`config.mk`:
```
export PLATFORM = sky130hd
export DESIGN_NAME = vn_front
export DESIGN_NICKNAME = d
export VERILOG_FILES = /design/src/hw/rtl/vn_pkg.sv /design/src/hw/rtl/vn_front.sv
export SDC_FILE = /design/constraint.sdc
export NUM_CORES = 2
export LEC_CHECK = 0
export ABC_AREA = 1
export BUFFER_PORTS_ARGS = -buffer_cell sky130_fd_sc_hd__buf_2
export CORE_MARGIN = 4
export CORE_UTILIZATION = 41
export CTS_CLUSTER_SIZE = 14
export DETAILED_ROUTE_END_ITERATION = 12
export HOLD_SLACK_MARGIN = 0.15
export RECOVER_POWER = 50
export SETUP_SLACK_MARGIN = 0.05
export SLEW_MARGIN = 30
export SYNTH_ARGS = -nofsm -noshare
export SYNTH_HDL_FRONTEND = slang
export SYNTH_SLANG_ARGS = --single-unit
```
`constraint.sdc`:
```
create_clock -name clk -period 6.65 [get_ports clk]
set_clock_uncertainty 0.15 [all_clocks]
set_input_delay 0.665 -clock clk [delete_from_list [all_inputs] [get_ports clk]]
set_output_delay 0.665 -clock clk [all_outputs]
set_load 0.02 [all_outputs]
```
`src/hw/rtl/vn_pkg.sv`:
```
// vn_pkg: shared constants and types for the vec3_normalize pipeline.
// No dependencies.
package vn_pkg;

  localparam int IN_WIDTH_DEF  = 16;
  localparam int FRAC_BITS_DEF = 14;
  localparam int OUT_WIDTH     = 16;
  localparam int LANES         = 3;

  // control tag that rides along with each request
  typedef struct packed {
    logic             valid;
    logic             zero;
    logic [LANES-1:0] neg;
  } vn_tag_t;

endpackage

```
`src/hw/rtl/vn_front.sv`:
```
// vn_front: magnitude, squares and sum of squares, three register stages.
// Depends on vn_pkg.
module vn_front import vn_pkg::*; #(
  parameter int IN_WIDTH = IN_WIDTH_DEF
) (
  input  logic                       clk,
  input  logic                       rst_n,
  input  logic                       en,
  input  logic                       in_valid,
  input  logic signed [IN_WIDTH-1:0] comp_x,
  input  logic signed [IN_WIDTH-1:0] comp_y,
  input  logic signed [IN_WIDTH-1:0] comp_z,
  output vn_tag_t                    tag_o,
  output logic [2*IN_WIDTH-1:0]      sum_o,
  output logic [2*IN_WIDTH-2:0]      msq_o [LANES]
);

  localparam int W = IN_WIDTH;

  vn_tag_t           tag_a_r, tag_b_r, tag_c_r;
  logic [W-1:0]      mag_r [LANES];
  logic [2*W-2:0]    sq_r  [LANES];
  logic [2*W-2:0]    msq_r [LANES];
  logic [2*W-1:0]    sum_r;
  logic [2*W-1:0]    sum_nxt;
  logic signed [W-1:0] comp [LANES];
  logic [W-1:0]      mag_nxt [LANES];
  logic [LANES-1:0]  neg_nxt;

  assign comp[0] = comp_x;
  assign comp[1] = comp_y;
  assign comp[2] = comp_z;

  // magnitude; most negative value maps to 2^(W-1), which fits W bits
  always_comb begin
    for (int i = 0; i < LANES; i++) begin
      neg_nxt[i] = comp[i][W-1];
      mag_nxt[i] = neg_nxt[i] ? (~comp[i] + W'(1)) : comp[i];
    end
  end

  assign sum_nxt = (2*W)'(sq_r[0]) + (2*W)'(sq_r[1]) + (2*W)'(sq_r[2]);

  // control
  always_ff @(posedge clk) begin
    if (!rst_n) begin
      tag_a_r <= '0;
      tag_b_r <= '0;
      tag_c_r <= '0;
    end else if (en) begin
      tag_a_r <= '{valid: in_valid, zero: 1'b0, neg: neg_nxt};
      tag_b_r <= tag_a_r;
      tag_c_r <= '{valid: tag_b_r.valid, zero: (sum_nxt == '0), neg: tag_b_r.neg};
    end
  end

  // datapath
  always_ff @(posedge clk) begin
    if (en) begin
      for (int i = 0; i < LANES; i++) begin
        mag_r[i] <= mag_nxt[i];
        sq_r[i]  <= (2*W-1)'(mag_r[i] * mag_r[i]);
        msq_r[i] <= sq_r[i];
      end
      sum_r <= sum_nxt;
    end
  end

  assign tag_o = tag_c_r;
  assign sum_o = sum_r;
  assign msq_o = msq_r;

endmodule

```
==> flow_summary_export.csv <==
group,metric,value,unit
status,status,"finished with violations",
status,violations,"capacitance limit, slew limit",
global_routing,grtUsageTotal,18.87,%
critical_path,crit_required,6.80,ns
final_layout,nets,4819,
synth,ys_seq_area_share,23.63,%
global_routing,grt_max_degree,82,
final_layout,final_cell_mix,"1040 x inv_1, 748 x nand2_1, 518 x fa_1",
die,core_area,82240,um^2
route,ant_nets,0,
timing,report.final.setup_viol,0,
timing,max_freq,0.1613,GHz
die,dieArea,87940,um^2
global_routing,grt-ovfl-total,0,
clock_tree,cts_made_buffers,36,
critical_path,rrSetupSlack,0.45,ns
critical_path,reg2reg_to,"sq_r[0][61]",
die,start_util,41.51,%
route,drt-pass1-iter-count,5,
route,via_count,23940,
route,routed_wl,80.32,mm
final_layout,syn_to_final_growth,9.295,%
critical_path,worstSetupStartpoint,"mag_r[0][16]",
clock_tree,cts.sinks,273,
critical_path,worstReg2RegStart,"mag_r[0][16]",
placement,gp_congestion,0.9040,
critical_path,crit_arrival,6.35,ns
route,drt-vias-per-instance,4.769,
synth,synth_warnings,0,
placement,dp_hpwl,68.08,mm
clock_tree,cts_root_buffer,"clkbuf_16",
timing,finalCritPeriodShare,93.22,%
final_layout,multi_input_area,21780,um^2
clock_tree,worstSkewPairLatency,0.57,ns
timing,period_needed,6.199,ns
synth,synth_cell_types,48,
synth,ys_ff_latch,273,
timing,rsz0062_at_grt,"no",
synth,synth_area,34140,um^2
clock_tree,clk_path_buf_depth,3,
synth,synthCells,3753,
critical_path,critical_path.endpoint_type,"flip-flop",
route,drtIter0Drc,1355,
global_routing,grt_pass1_wl,130.2,mm
clock_tree,clk_pin_slew,0.06,ns
synth,ys_async_sr_fraction,0,%
timing,hold_viol,0,
run,maxCapViolations,1,
final_layout,final_layout_size_suffix_gt1_share,5.724,%
die,ios,182,
critical_path,crit_path_end,"sq_r[0][61]",
placement,io_buffers,178,
synth,synth_edf_count,260,
final_layout,final-seq-area,8068,um^2
timing,tns,0,ns
synth,synth_ff_type,"edfxtp_1",
final_layout,mostFrequentLayoutCell,"inv_1",
global_routing,grt_antenna_before_repair,4,
timing,slew_headroom,-127.4,%
die,die_h,296.6,um
die,die_x,296.6,um
final_layout,fillers,8043,
route,remaining_drc_errors,0,
clock_tree,cts_resized,0,
timing,drv_slew,65,
route,wl_per_cell,16.00,um
clock_tree,htreeDepth,2,
critical_path,crit_type,"flip-flop to flip-flop",
die,num_rows,105,
min_path,hp-class,"primary input to flip-flop",
global_routing,grt_pass1_vias,24730,
synth,syn_area_per_cell,9.096,um^2
clock_tree,cts_tree,"done",
critical_path,cp-start-kind,"flip-flop",
timing,worstMarginPinSlew,3.411,ns
critical_path,crit_fanout,16,
critical_path,reg2reg_depth,20,
==> metrics by stage <==
stage / area (um^2) / hold WS [ns] / utilization, % / setup WS [ns] / std cells
floorplan: 34160 / 0.2744 / - / 0.7748 / 3758
global placement: 36310 / 0.3143 / 44.15 / 0.5996 / 4949
detailed placement: 36310 / 0.3177 / 44.15 / 0.5195 / 4949
CTS: 37430 / 0.1506 / 45.52 / 0.5087 / 5014
global route: 37310 / 0.1782 / 45.36 / 0.07151 / 5018
finish: 37310 / 0.1873 / 45.37 / 0.4506 / 5019
==> critical path, stage by stage (launching register included) <==
cell	delay, ns
edfxtp_1	0.36
clkbuf_1	0.71
nand2_1	0.25
fa_1	0.47
fa_1	0.38
inv_1	0.09
fa_1	0.45
fa_1	0.51
fa_1	0.49
inv_1	0.05
fa_1	0.47
inv_1	0.04
ha_1	0.35
nand2_1	0.09
inv_1	0.08
nand2_1	0.08
nor3_1	0.30
nand3_1	0.16
nand3_1	0.21
a21oi_1	0.12
xor2_1	0.15
==> synth_stat cells, types with 4 or more instances <==
cell,n,area share [%]
dfxtp_1,13,0.76
o21ai_2,6,0.15
nand2_1,748,8.2
edfxtp_1,260,23
nand3_2,6,0.18
a21oi_1,119,1.7
a221oi_1,4,0.10
inv_2,10,0.11
nor2_1,164,1.8
nand4_1,9,0.16
fa_1,518,30
a31oi_1,7,0.13
nand2_4,4,0.13
a21o_1,12,0.26
clkbuf_1,90,0.99
a21boi_0,4,0.088
nand2_2,16,0.29
a21oi_2,7,0.18
xor2_1,103,2.6
xnor2_1,53,1.4
o31ai_1,5,0.11
nor4_1,8,0.15
nand3_1,62,0.91
or2_2,6,0.11
o21ai_0,63,0.92
o21ai_1,5,0.073
ha_1,327,12
inv_1,1040,11
nor3_1,24,0.35
o21bai_1,15,0.33
nand3b_1,12,0.26
==> state kept, by name, summed over array words and instances (netlist names) <==
| register | count |
|---|---|
| msq_o | 90 |
| mag_r | 48 |
| tag_b_r | 4 |
| sq_r | 90 |
| tag_a_r | 4 |
| sum_o | 32 |
| tag_o | 5 |
==> worst min path at each step <==
stage	from	end	slack, ns	cells after the start
after floorplan	mag_r[0][0]	sq_r[0][0]	0.27	0
after global placement	tag_b_r[0]	tag_o[0]	0.31	2
after detailed placement	tag_b_r[0]	tag_o[0]	0.32	2
after CTS	comp_z[0]	mag_r[0][32]	0.15	1
after global routing	in_valid	tag_a_r[4]	0.18	3
final	in_valid	tag_a_r[4]	0.19	3
==> timing repair <==
item	4_1_cts	5_1_grt
hold buffers	1	0
endpoints found under the hold margin	1	0
endpoints found under the setup margin	0	2
buffers inserted	0	4
==> cell families (layout without fill, tap and decap cells) <==
group                      count (synthesis)  after routing  share of synthesized area (%)
and+or+nand+nor                         1069           1069                          12.80
buffers and inverters                   1144           1334                          12.61
AOI/OAI and AO/OA                        264            264                          4.534
other                                      1              7                        0.01098
xor gates and xnor gates                 157            157                          4.050
adders and majority gates                845            845                          42.36
DFF                                      273            273                          23.63
==> metal layers <==
metal / share of wire (%) / up-vias / wire (um) / track usage, %
li1: - / 11590 / - / -
met1: 46 / 11640 / 36880 / 27.07
met2: 44 / 600 / 35030 / 29.45
met3: 6.7 / 108 / 5412 / 2.830
met4: 3.7 / 0 / 3003 / 6.423
met5: 0 / - / 0 / 0
==> final cells by class <==
type	count	share of cell area, %
Multi-Input combinational cell	2341	58.38
Sequential cell	273	21.62
Inverter	1050	10.56
Tap cell	1070	3.588
Timing Repair Buffer	220	2.854
Clock buffer	41	2.465
Clock inverter	23	0.5164
Antenna cell	1	0.006707
Power is not shown: default switching activity piles up to over one toggle a cycle in this logic, so the estimate is an artifact.
