## config.mk

```make
export PLATFORM = sky130hd
export DESIGN_NAME = vn_step
export DESIGN_NICKNAME = d
export VERILOG_FILES = /design/src/hw/rtl/vn_pkg.sv /design/src/hw/rtl/vn_step.sv
export SDC_FILE = /design/constraint.sdc
export NUM_CORES = 1
export LEC_CHECK = 0
export ABC_AREA = 1
export BUFFER_PORTS_ARGS = -buffer_cell sky130_fd_sc_hd__buf_2
export CELL_PAD_IN_SITES_DETAIL_PLACEMENT = 1
export CELL_PAD_IN_SITES_GLOBAL_PLACEMENT = 2
export CORE_MARGIN = 2
export CORE_UTILIZATION = 28
export CTS_CLUSTER_SIZE = 12
export DETAILED_ROUTE_END_ITERATION = 10
export HOLD_SLACK_MARGIN = 0.1
export PLACE_DENSITY = 0.89
export SLEW_MARGIN = 40
export SYNTH_ARGS = -nofsm -noshare
export SYNTH_HDL_FRONTEND = slang
export SYNTH_SLANG_ARGS = --single-unit
```

## constraint.sdc

```tcl
create_clock -name clk -period 4.68 [get_ports clk]
set_clock_uncertainty 0.2 [all_clocks]
set_input_delay 0 -clock clk [delete_from_list [all_inputs] [get_ports clk]]
set_output_delay 0 -clock clk [all_outputs]
set_load 0.005 [all_outputs]
```

## src/hw/rtl/vn_pkg.sv

```systemverilog
// vn_pkg: shared constants and types for the vec3_normalize pipeline.
// No dependencies.
package vn_pkg;

  localparam int IN_WIDTH_DEF  = 16;
  localparam int FRAC_BITS_DEF = 14;
  localparam int OUT_WIDTH     = 16;
  localparam int LANES         = 3;

  // control tag that rides along with each request
  typedef struct packed {
    logic             valid;
    logic             zero;
    logic [LANES-1:0] neg;
  } vn_tag_t;

endpackage

```

## src/hw/rtl/vn_step.sv

```systemverilog
// vn_step: one quotient bit of round(m * 2^F / sqrt(s)) for one lane.
// Depends on vn_pkg. Keeps A = (2q-1)^2 * s and B = (2q-1) * s incrementally.
module vn_step import vn_pkg::*; #(
  parameter int IN_WIDTH  = IN_WIDTH_DEF,
  parameter int FRAC_BITS = FRAC_BITS_DEF,
  parameter int BIT       = 0
) (
  input  logic                                    clk,
  input  logic                                    en,
  input  logic [FRAC_BITS:0]                      q_i,
  input  logic signed [2*IN_WIDTH+2*FRAC_BITS+4:0] a_i,
  input  logic signed [2*IN_WIDTH+FRAC_BITS+2:0]  b_i,
  input  logic [2*IN_WIDTH-1:0]                   sum_i,
  input  logic [2*IN_WIDTH-2:0]                   msq_i,
  output logic [FRAC_BITS:0]                      q_o,
  output logic signed [2*IN_WIDTH+2*FRAC_BITS+4:0] a_o,
  output logic signed [2*IN_WIDTH+FRAC_BITS+2:0]  b_o
);

  localparam int W  = IN_WIDTH;
  localparam int F  = FRAC_BITS;
  localparam int CW = 2*W + 2*F + 5;
  localparam int BW = 2*W + F + 3;

  logic signed [CW-1:0] cand;
  logic signed [CW-1:0] rhs;
  logic signed [CW-1:0] sum_ext;
  logic                 take;

  assign sum_ext = $signed({{(CW-2*W){1'b0}}, sum_i});
  // (2q-1+2^(b+1))^2 s = A + 2^(b+2) B + 2^(2b+2) s
  assign cand = a_i + (CW'(b_i) <<< (BIT+2)) + (sum_ext <<< (2*BIT+2));
  assign rhs  = $signed({{(CW-2*W-2*F-1){1'b0}}, msq_i, {(2*F+2){1'b0}}});
  // q already at the limit 2^F takes no further bits
  assign take = !q_i[F] && (cand <= rhs);

  always_ff @(posedge clk) begin
    if (en) begin
      q_o <= take ? (q_i | ((F+1)'(1) << BIT)) : q_i;
      a_o <= take ? cand : a_i;
      b_o <= take ? (b_i + (BW'(sum_ext) <<< (BIT+1))) : b_i;
    end
  end

endmodule
```

==> parameters.txt, run 1 <==
Parameter                              Value

Synth
  Synthesis-stage register bit count    129
  Portion of synthesized cell area occupied by the leading cell type    0.2700
  Mean post-synth cell area    7.064 µm²
  Area contributors post-synth    edfxtp_1, nand2_1, ha_1
  Post-synthesis instance total    2031
  Number of warnings printed during yosys synthesis    0
  Post-Synthesis Net Count    2413
  Biggest area consumer among synthesized cells    edfxtp_1
  Share of the yosys chip area belonging to registers    0.2700
  Mapped cell area    14350 µm²
  Distinct cells, synth    49

Run status
  Result of the run    finished, violations left
  Violated checks    negative hold slack, negative setup slack

Die
  Count of boundary I/O pins    323
  Core outline area    50380 µm²
  Starting density of the core    0.2848
  Overall die area    53070 µm²
  Row count    82
  Horizontal die dimension    230.4 µm
  Die extent in y    230.4 µm

Critical path
  Largest fanout on the critical path    7
  Number of buffers and inverters on the critical path    5
  Family of cells with the greatest summed delay on the critical path    simple AND/OR/NAND/NOR gates
  Cell with the most instances on the worst path    nand2_2
  Critical Path Start    sum_i[13]
  Slowest cell on the critical path    fa_1
  Data required time of the worst path    4830 ps
  Critical path startpoint category    primary input
  CP arrival    4910 ps
  Critical Path End Type    flop
  Worst setup path class    in2reg
  Critical Path Max Stage Delay    610 ps

Global routing
  All-Layer GR Usage    0.2752
  Vias in the first global route    19440
  Wire length of the first global-routing pass    111200 µm
  Largest net degree at the start of global routing    78
  Leftover overflow at the end of global routing    0
  Antenna violations before repair    6

Run
  Number of max-capacitance violations reported    0

Routing
  Remaining antenna violation count after routing    0
  Post-route DRC violation count    0
  Via count of the routed design    18650
  Number of optimization iterations in the first detailed-route pass    5
  Wire per inst    22.51 µm
  Initial drt markers    1064
  Vias/cell    5.098
  Final wirelength    82350 µm

Clock network
  Hold_buf cts    173
  Clock slew seen by the registers of the worst setup and hold paths    60 ps
  H-Tree Depth    4
  Buffers from clock root to sink, at most    2
  Root Buffer Master    clkbuf_16
  Total number of clock tree sinks    129
  Inserted Clock Buffers    17
  TritonCTS clock tree    done

Power and ir drop
  Sequential fraction of design power    0.205
  Switching pwr    3.457 mW
  Portion of total power attributed to the clock network    0.168
  VDD IR max    283.4 µV
  Total leakage power    12.36 nW
  Internal Pwr Total    4.338 mW
  Power after layout    7.795 mW
  Fraction of power spent switching nets    0.4435
  Cell area power density    311.8 nW/µm²
  Gate power share    0.627

Hold path
  Hold path startpoint    b_i[0]
  Hold WC Path Type    in2reg

STA
  Sum of negative setup slack    -866.3 ps
  Max-slew violation count    0
  Fin Hold WS    -495.2 ps
  Actual slew at the worst max-slew pin    862.0 ps
  Final worst path period share    1.017
  Minimum clock period    4761 ps
  Fin worst setup slack    -80.63 ps
  Unrepaired setup endpoints after global routing    yes
  Final-report setup violation count    46
  Final Hold Violating Endpoints    3
  Maximum clock frequency    210.1 MHz
  Slew HR    0.4181

Cells and area
  Final core utilization    0.4963
  Area growth syn-to-layout    74.25%
  Final non-filler cell total    3658
  Nets@finish    3349
  Post-route cell area    25000 µm²
  Share of post-route cells with drive strength above 1    0.4084

Placement
  Placement Cell Area    19380 µm²
  Placed cell count    3353
  Pre-CTS worst setup slack    -1189 ps
  Final HPWL from detailed placement    55370 µm
  Placer Congestion    0.9187
  Number of port buffers    322
## final timing paths
kind / endpoint / slack (ps) / cells after the start
worst min-delay path: b_o[0] / -500 / 1
worst max-delay path: a_o[4] / -80 / 39
## cells in the final DEF (no fill, tap or decap), drive strengths merged, types with 4 or more instances in the layout
| cell type | netlist | final |
|---|---|---|
| a211oi | 4 | 4 |
| a21boi | 9 | 9 |
| a21o | 11 | 11 |
| a21oi | 128 | 128 |
| a31oi | 9 | 9 |
| buf | 32 | 761 |
| clkbuf | 3 | 35 |
| clkinv | 1 | 10 |
| diode | 0 | 6 |
| dlygate4sd3 | 0 | 173 |
| edfxtp | 129 | 129 |
| fa | 34 | 34 |
| ha | 154 | 154 |
| inv | 271 | 272 |
| nand2 | 637 | 639 |
| nand3 | 187 | 187 |
| nand3b | 8 | 8 |
| nand4 | 13 | 13 |
| nor2 | 191 | 191 |
| nor3 | 24 | 24 |
| nor4 | 9 | 9 |
| o211ai | 4 | 4 |
| o21a | 7 | 7 |
| o21ai | 61 | 61 |
| o21bai | 10 | 10 |
| xnor2 | 25 | 25 |
| xor2 | 56 | 56 |
## cell families (layout without fill, tap and decap cells)
kind of cell	Yosys count	after routing	share of synthesized area
compound gates	250	250	0.09881
fa+ha+maj	188	188	0.1817
other cells	0	6	0
buf+inv	307	1254	0.08773
simple gates	1076	1078	0.3123
flops	129	129	0.2700
xor+xnor	81	81	0.04945
## what timing repair did
| action | 4_1_cts | 5_1_grt |
|---|---|---|
| endpoints found under the hold margin | 205 | 3 |
| gates resized for setup | 122 | 423 |
| setup endpoints to repair | 112 | 112 |
| setup buffers | 31 | 43 |
| gates cloned | 4 | 22 |
| pin swaps | 21 | 161 |
## registers in the layout, indices dropped and copies added, names as in the netlist
register / count
b_o: 49
q_o: 15
a_o: 65
## power groups by stage
| stage | clock network [mW] | registers [mW] | logic [mW] |
|---|---|---|---|
| after CTS | 1.32 | 1.59 | 3.92 |
| after floorplan | 0 | 1.62 | 1.68 |
| after global placement | 0 | 1.61 | 3.39 |
| after detailed placement | 0 | 1.62 | 3.49 |
| after global routing | 1.35 | 1.61 | 5.22 |
| final | 1.31 | 1.60 | 4.89 |
## synth_stat cells (all sizes together)
| cell type | instances |
|---|---|
| nand2 | 637 |
| inv | 271 |
| nor2 | 191 |
| nand3 | 187 |
| ha | 154 |
| edfxtp | 129 |
| a21oi | 128 |
| o21ai | 61 |
| xor2 | 56 |
| fa | 34 |
| buf | 32 |
| xnor2 | 25 |
| nor3 | 24 |
| nand4 | 13 |
| a21o | 11 |
| o21bai | 10 |
| a21boi | 9 |
| a31oi | 9 |
| nor4 | 9 |
| nand3b | 8 |
| o21a | 7 |
| a211oi | 4 |
| o211ai | 4 |
| and3 | 3 |
| clkbuf | 3 |
| o311ai | 3 |
| and2 | 2 |
| a221oi | 1 |
| clkinv | 1 |
| nor3b | 1 |
| o2111ai | 1 |
| o221ai | 1 |
| o22ai | 1 |
| or2 | 1 |
## per-layer routing
| layer | wire (µm) | track usage |
|---|---|---|
| met2 | 42100 | 0.5016 |
| met3 | 4037 | 0.03940 |
| met5 | 13 | 0 |
| met1 | 32220 | 0.3201 |
| met4 | 3974 | 0.1175 |
## layout make-up
type | count | area [µm²]
Antenna cell | 6 | 15.01
Clock buffer | 19 | 432.9
Clock inverter | 13 | 91.34
Fill cell | 6195 | 25380
Inverter | 272 | 1021
Multi-Input combinational cell | 1597 | 11440
Sequential cell | 129 | 3874
Tap cell | 672 | 840.8
Timing Repair Buffer | 950 | 7286
Note: power is estimated with default switching activity, not from simulation.
==> run 2, diff against run 1 <==
--- a/config.mk
+++ b/config.mk
@@ -9,6 +9,7 @@
 export BUFFER_PORTS_ARGS = -buffer_cell sky130_fd_sc_hd__buf_2
 export CELL_PAD_IN_SITES_DETAIL_PLACEMENT = 1
 export CELL_PAD_IN_SITES_GLOBAL_PLACEMENT = 2
+export CORE_ASPECT_RATIO = 1.2
 export CORE_MARGIN = 2
 export CORE_UTILIZATION = 28
 export CTS_CLUSTER_SIZE = 12
==> run 2 against run 1 <==
Non-clock buffer count shrank 26. Clock power grew 9%. The run still ends with negative hold slack, negative setup slack left. Critical path type unchanged. Via count shrank 4.6%.
==> parameters.txt, run 2 (same netlist as run 1, synthesis figures left out) <==
Parameter                              Value

Run status
  Result of the run    finished, violations left
  Violated checks    negative hold slack, negative setup slack

Die
  Row count    90
  Die extent in y    252.0 µm
  Overall die area    53080 µm²
  Starting density of the core    0.2844
  Count of boundary I/O pins    323
  Core outline area    50450 µm²
  Horizontal die dimension    210.6 µm

Placement
  Number of port buffers    322
  Final HPWL from detailed placement    55950 µm
  Pre-CTS worst setup slack    -1065 ps
  Placer Congestion    0.9205
  Placement Cell Area    19300 µm²

STA
  Final-report setup violation count    86
  Maximum clock frequency    208.8 MHz
  Unrepaired setup endpoints after global routing    yes
  Final worst path period share    1.023
  Minimum clock period    4790 ps
  Max-slew violation count    0
  Fin worst setup slack    -109.8 ps
  Slew HR    0.4027
  Actual slew at the worst max-slew pin    886.6 ps
  Fin Hold WS    -377.0 ps
  Final Hold Violating Endpoints    1

Cells and area
  Diode count    0
  Share of post-route cells with drive strength above 1    0.3717
  Most common library cell in the layout ignoring fill and taps    nand2_1
  Flip-flop count of the largest register after layout    65
  Post-route cell area    24140 µm²
  Area growth syn-to-layout    68.28%
  Nets@finish    3321
  Regs by FF count    a_o (65), b_o (49), q_o (15)
  Area occupied by multi-input gates    10980 µm²
  Most used cells in the layout excluding fill and tap cells    nand2_1, buf_4, buf_2, inv_1, dlygate4sd3_1
  Storage element area    3874 µm²
  Biggest register    a_o
  Filler Cells Inserted    6273

Clock network
  Inserted Clock Buffers    17
  Buffers from clock root to sink, at most    2
  Clock slew seen by the registers of the worst setup and hold paths    70 ps
  Hold_buf cts    179
  TritonCTS clock tree    done
  Total number of clock tree sinks    129
  Root Buffer Master    clkbuf_16
  H-Tree Depth    4

Hold path
  Hold path depth    3
  Hold WC Path Type    in2reg

Global routing
  Wire length of the first global-routing pass    109700 µm
  Leftover overflow at the end of global routing    0
  Largest net degree at the start of global routing    82
  Vias in the first global route    19210
  All-Layer GR Usage    0.2729
  Antenna violations before repair    4

Critical path
  Critical Path Max Stage Delay    650 ps
  CP arrival    4950 ps
  Cell with the most instances on the worst path    nand2_1
  Critical Path End Type    flop
  Worst setup path class    in2reg
  Data required time of the worst path    4840 ps
  Slowest cell on the critical path    fa_2
  Largest fanout on the critical path    6
  Critical path startpoint category    primary input

Power and ir drop
  Cell area power density    312.1 nW/µm²
  Total leakage power    11.97 nW
  VDD IR max    258.8 µV

Routing
  Initial drt markers    887
  Wire per inst    20.93 µm
  Remaining antenna violation count after routing    0
  Vias/cell    4.950
  Final wirelength    75250 µm
  Via count of the routed design    17800
  Number of optimization iterations in the first detailed-route pass    5
  Post-route DRC violation count    0

Run
  Number of max-capacitance violations reported    0
run 2: worst max-delay path: cells and delay by family:
kind	cells	cell delay [ps]
AO/OA/AOI/OAI	2	370
adder cells (fa/ha/maj)	3	1210
AND/OR/NAND/NOR	24	1880
XOR/XNOR	1	220
buffers and inverters	10	1210
run 2: timing repair:
item | 4_1_cts | 5_1_grt
setup endpoints to repair | 112 | 112
pin swaps | 29 | 125
buffers inserted | 27 | 40
hold endpoints to repair | 200 | 1
resized for setup | 112 | 304
cloned | 2 | 3
run 2: worst paths after layout:
path / start / to / slack, ps
worst max-delay path: a_i[13] / b_o[21] / -110
worst min-delay path: a_i[3] / a_o[3] / -380
run 2: metrics by stage:
step | utilization | cells | total power [mW] | TNS (ps)
after global placement | 0.3825 | 3315 | 5.034 | -97570
after global routing | 0.4786 | 3595 | 7.967 | -32460
after CTS | 0.4460 | 3554 | 6.920 | -14.30
after floorplan | - | 2031 | 3.298 | 0
after detailed placement | 0.3825 | 3315 | 5.130 | -110580
final | 0.4786 | 3595 | 7.535 | -3312
run 2: routing by layer:
layer,global-route usage,up-vias,routed length [µm]
li1,-,8507,-
met1,0.3103,8661,30160
met2,0.4975,461,38860
met3,0.04332,159,2872
met4,0.1264,8,3314
met5,0,-,43
run 2: power by group:
| part | total (mW) | internal, mW | switching (mW) | leakage [nW] |
|---|---|---|---|---|
| combinational | 4.51 | 2.00 | 2.51 | 10.4 |
| sequential | 1.60 | 1.53 | 0.0685 | 1.26 |
| clock | 1.43 | 0.782 | 0.644 | 0.273 |
run 2: area by class of cell:
cell class	instances	area share
Multi-Input combinational cell	1595	0.4546
Timing Repair Buffer	924	0.2857
Sequential cell	129	0.1604
Inverter	272	0.04229
Tap cell	644	0.03337
Clock buffer	19	0.01793
Clock inverter	12	0.005700
==> run 3, diff against run 2 <==
--- a/config.mk
+++ b/config.mk
@@ -14,7 +14,8 @@
 export CORE_UTILIZATION = 28
 export CTS_CLUSTER_SIZE = 12
 export DETAILED_ROUTE_END_ITERATION = 10
-export HOLD_SLACK_MARGIN = 0.1
+export HOLD_SLACK_MARGIN = 0.15
+export MAX_ROUTING_LAYER = met4
 export PLACE_DENSITY = 0.89
 export SLEW_MARGIN = 40
 export SYNTH_ARGS = -nofsm -noshare
==> run 3 against run 2 <==
The run still ends with negative hold slack, negative setup slack left. Global-route usage increased by 2.0 points. Design area down 0.55%. Worst hold slack improved by 22 ps. Sequential share of layout area rose by 0.089 points. Critical path depth shrank 3. Setup slack gained 35 ps. Fmax grew 0.73%. Count of clock-buffer cells in the layout decreased by 2. First-iteration DRC count up 5.6%. Routed wire length is 2.1% higher. Utilization decreased by 0.26 points. Non-clock buffer count grew 23. Critical path type unchanged. Largest cell class unchanged.
==> parameters.txt, run 3 (same netlist as run 1, synthesis figures left out) <==
Parameter                              Value

Placement
  Final HPWL from detailed placement    56190 µm
  Placer Congestion    0.9259
  Placed cell count    3324
  Pre-CTS worst setup slack    -1246 ps
  Placement Cell Area    19370 µm²
  Number of port buffers    322

Critical path
  Critical Path Max Stage Delay    600 ps
  Critical path startpoint category    primary input
  Family of cells with the greatest summed delay on the critical path    simple AND/OR/NAND/NOR gates
  Capturing element of the worst setup path    b_o[29]
  Largest fanout on the critical path    8
  Slowest cell on the critical path    fa_1
  Data required time of the worst path    4860 ps
  CP arrival    4930 ps
  Critical Path End Type    flop
  Number of buffers and inverters on the critical path    9
  Worst setup path class    in2reg
  Critical Path Start    sum_i[8]
  Number of cells on the critical path    37
  Cell with the most instances on the worst path    nand2_2

STA
  Final Hold Violating Endpoints    1
  Actual slew at the worst max-slew pin    749.4 ps
  Sum of negative setup slack    -1465 ps
  Max-slew violation count    0
  Minimum clock period    4755 ps
  Maximum clock frequency    210.3 MHz
  Final-report setup violation count    64
  Fin worst setup slack    -75.18 ps
  Fin Hold WS    -355.4 ps
  Slew HR    0.5004
  Final worst path period share    1.016
  Unrepaired setup endpoints after global routing    yes

Clock network
  Root Buffer Master    clkbuf_16
  Total number of clock tree sinks    129
  H-Tree Depth    4
  Clock slew seen by the registers of the worst setup and hold paths    70 ps
  TritonCTS clock tree    done
  Buffers from clock root to sink, at most    2
  Inserted Clock Buffers    17

Die
  Die extent in y    252.0 µm
  Starting density of the core    0.2844
  Overall die area    53080 µm²
  Count of boundary I/O pins    323
  Horizontal die dimension    210.6 µm
  Row count    90
  Core outline area    50450 µm²

Power and ir drop
  Internal Pwr Total    4.427 mW
  Portion of total power attributed to the clock network    0.208
  Gate power share    0.584
  Cell area power density    319.1 nW/µm²
  Fraction of power spent switching nets    0.4223
  Power after layout    7.663 mW
  VDD IR max    302.4 µV
  Total leakage power    11.99 nW
  Sequential fraction of design power    0.208
  Switching pwr    3.236 mW

Routing
  Remaining antenna violation count after routing    0
  Post-route DRC violation count    0
  Number of optimization iterations in the first detailed-route pass    5
  Vias/cell    4.960
  Final wirelength    76810 µm
  Via count of the routed design    17970
  Initial drt markers    937
  Wire per inst    21.20 µm

Global routing
  Vias in the first global route    19620
  Largest net degree at the start of global routing    107
  Leftover overflow at the end of global routing    0
  All-Layer GR Usage    0.2929
  Antenna violations before repair    3
  Wire length of the first global-routing pass    113700 µm

Cells and area
  Area growth syn-to-layout    67.36%
  Flip-flop count of the largest register after layout    65
  Biggest register    a_o
  Final non-filler cell total    3623
  Regs by FF count    a_o (65), b_o (49), q_o (15)
  Share of post-route cells with drive strength above 1    0.3506
  Nets@finish    3344
  Most common library cell in the layout ignoring fill and taps    nand2_1
  Post-route cell area    24010 µm²
  Most used cells in the layout excluding fill and tap cells    nand2_1, buf_4, buf_2, inv_1, dlygate4sd3_1
  Final core utilization    0.4760

Run status
  Result of the run    finished, violations left
  Violated checks    negative hold slack, negative setup slack

Hold path
  Hold WC Path Type    in2reg
  Hold path depth    3
  Hold path startpoint    a_i[3]

Run
  Number of max-capacitance violations reported    0
[run 3: cell count changes in the layout (fill, tap and decap cells not counted), moves of 7 or more]
cell / delta
a21oi_1: +8
buf_4: +9
dlygate4sd3_1: +11
ha_1: +9
nand2_1: +32
nand2_2: -22
nand2_4: -8
nor2_1: +7
nor2_2: -7
[run 3: layout make-up]
type	count	area (µm²)
inverters	272	1021
clock buffers	17	425.4
multi-input cells	1595	10540
clock inverters	15	217.7
repair buffers	947	7123
well taps	644	805.8
flip-flops and latches	129	3874
diodes	4	10.01
fillers	6280	26440
[run 3: power groups by stage]
stage	Clock (mW)	Combinational (mW)	Sequential (mW)
global route	1.64	4.84	1.61
finish	1.59	4.48	1.59
detailed placement	0	3.53	1.62
global placement	0	3.43	1.62
floorplan	0	1.68	1.62
CTS	1.61	4.12	1.59
[run 3: worst min path at each step]
| stage | to | slack [ps] |
|---|---|---|
| floorplan | a_o[0] | -100 |
| global placement | q_o[13] | -20 |
| detailed placement | q_o[8] | -20 |
| CTS | a_o[45] | -400 |
| global route | a_o[3] | -340 |
| finish | a_o[3] | -360 |
[run 3: layer usage]
layer,wire length [µm],part of all wire,track usage
met3,2910,0.038,0.04045
met4,4294,0.056,0.1539
met1,29880,0.39,0.3163
met2,39730,0.52,0.5206
met5,0,0,-
[run 3: what timing repair did]
item	in CTS	in global routing
gates resized for setup	167	153
setup buffers	58	12
gates cloned	6	2
endpoints found under the hold margin	190	6
setup endpoints to repair	112	112
hold buffers	184	6
pin swaps	21	59
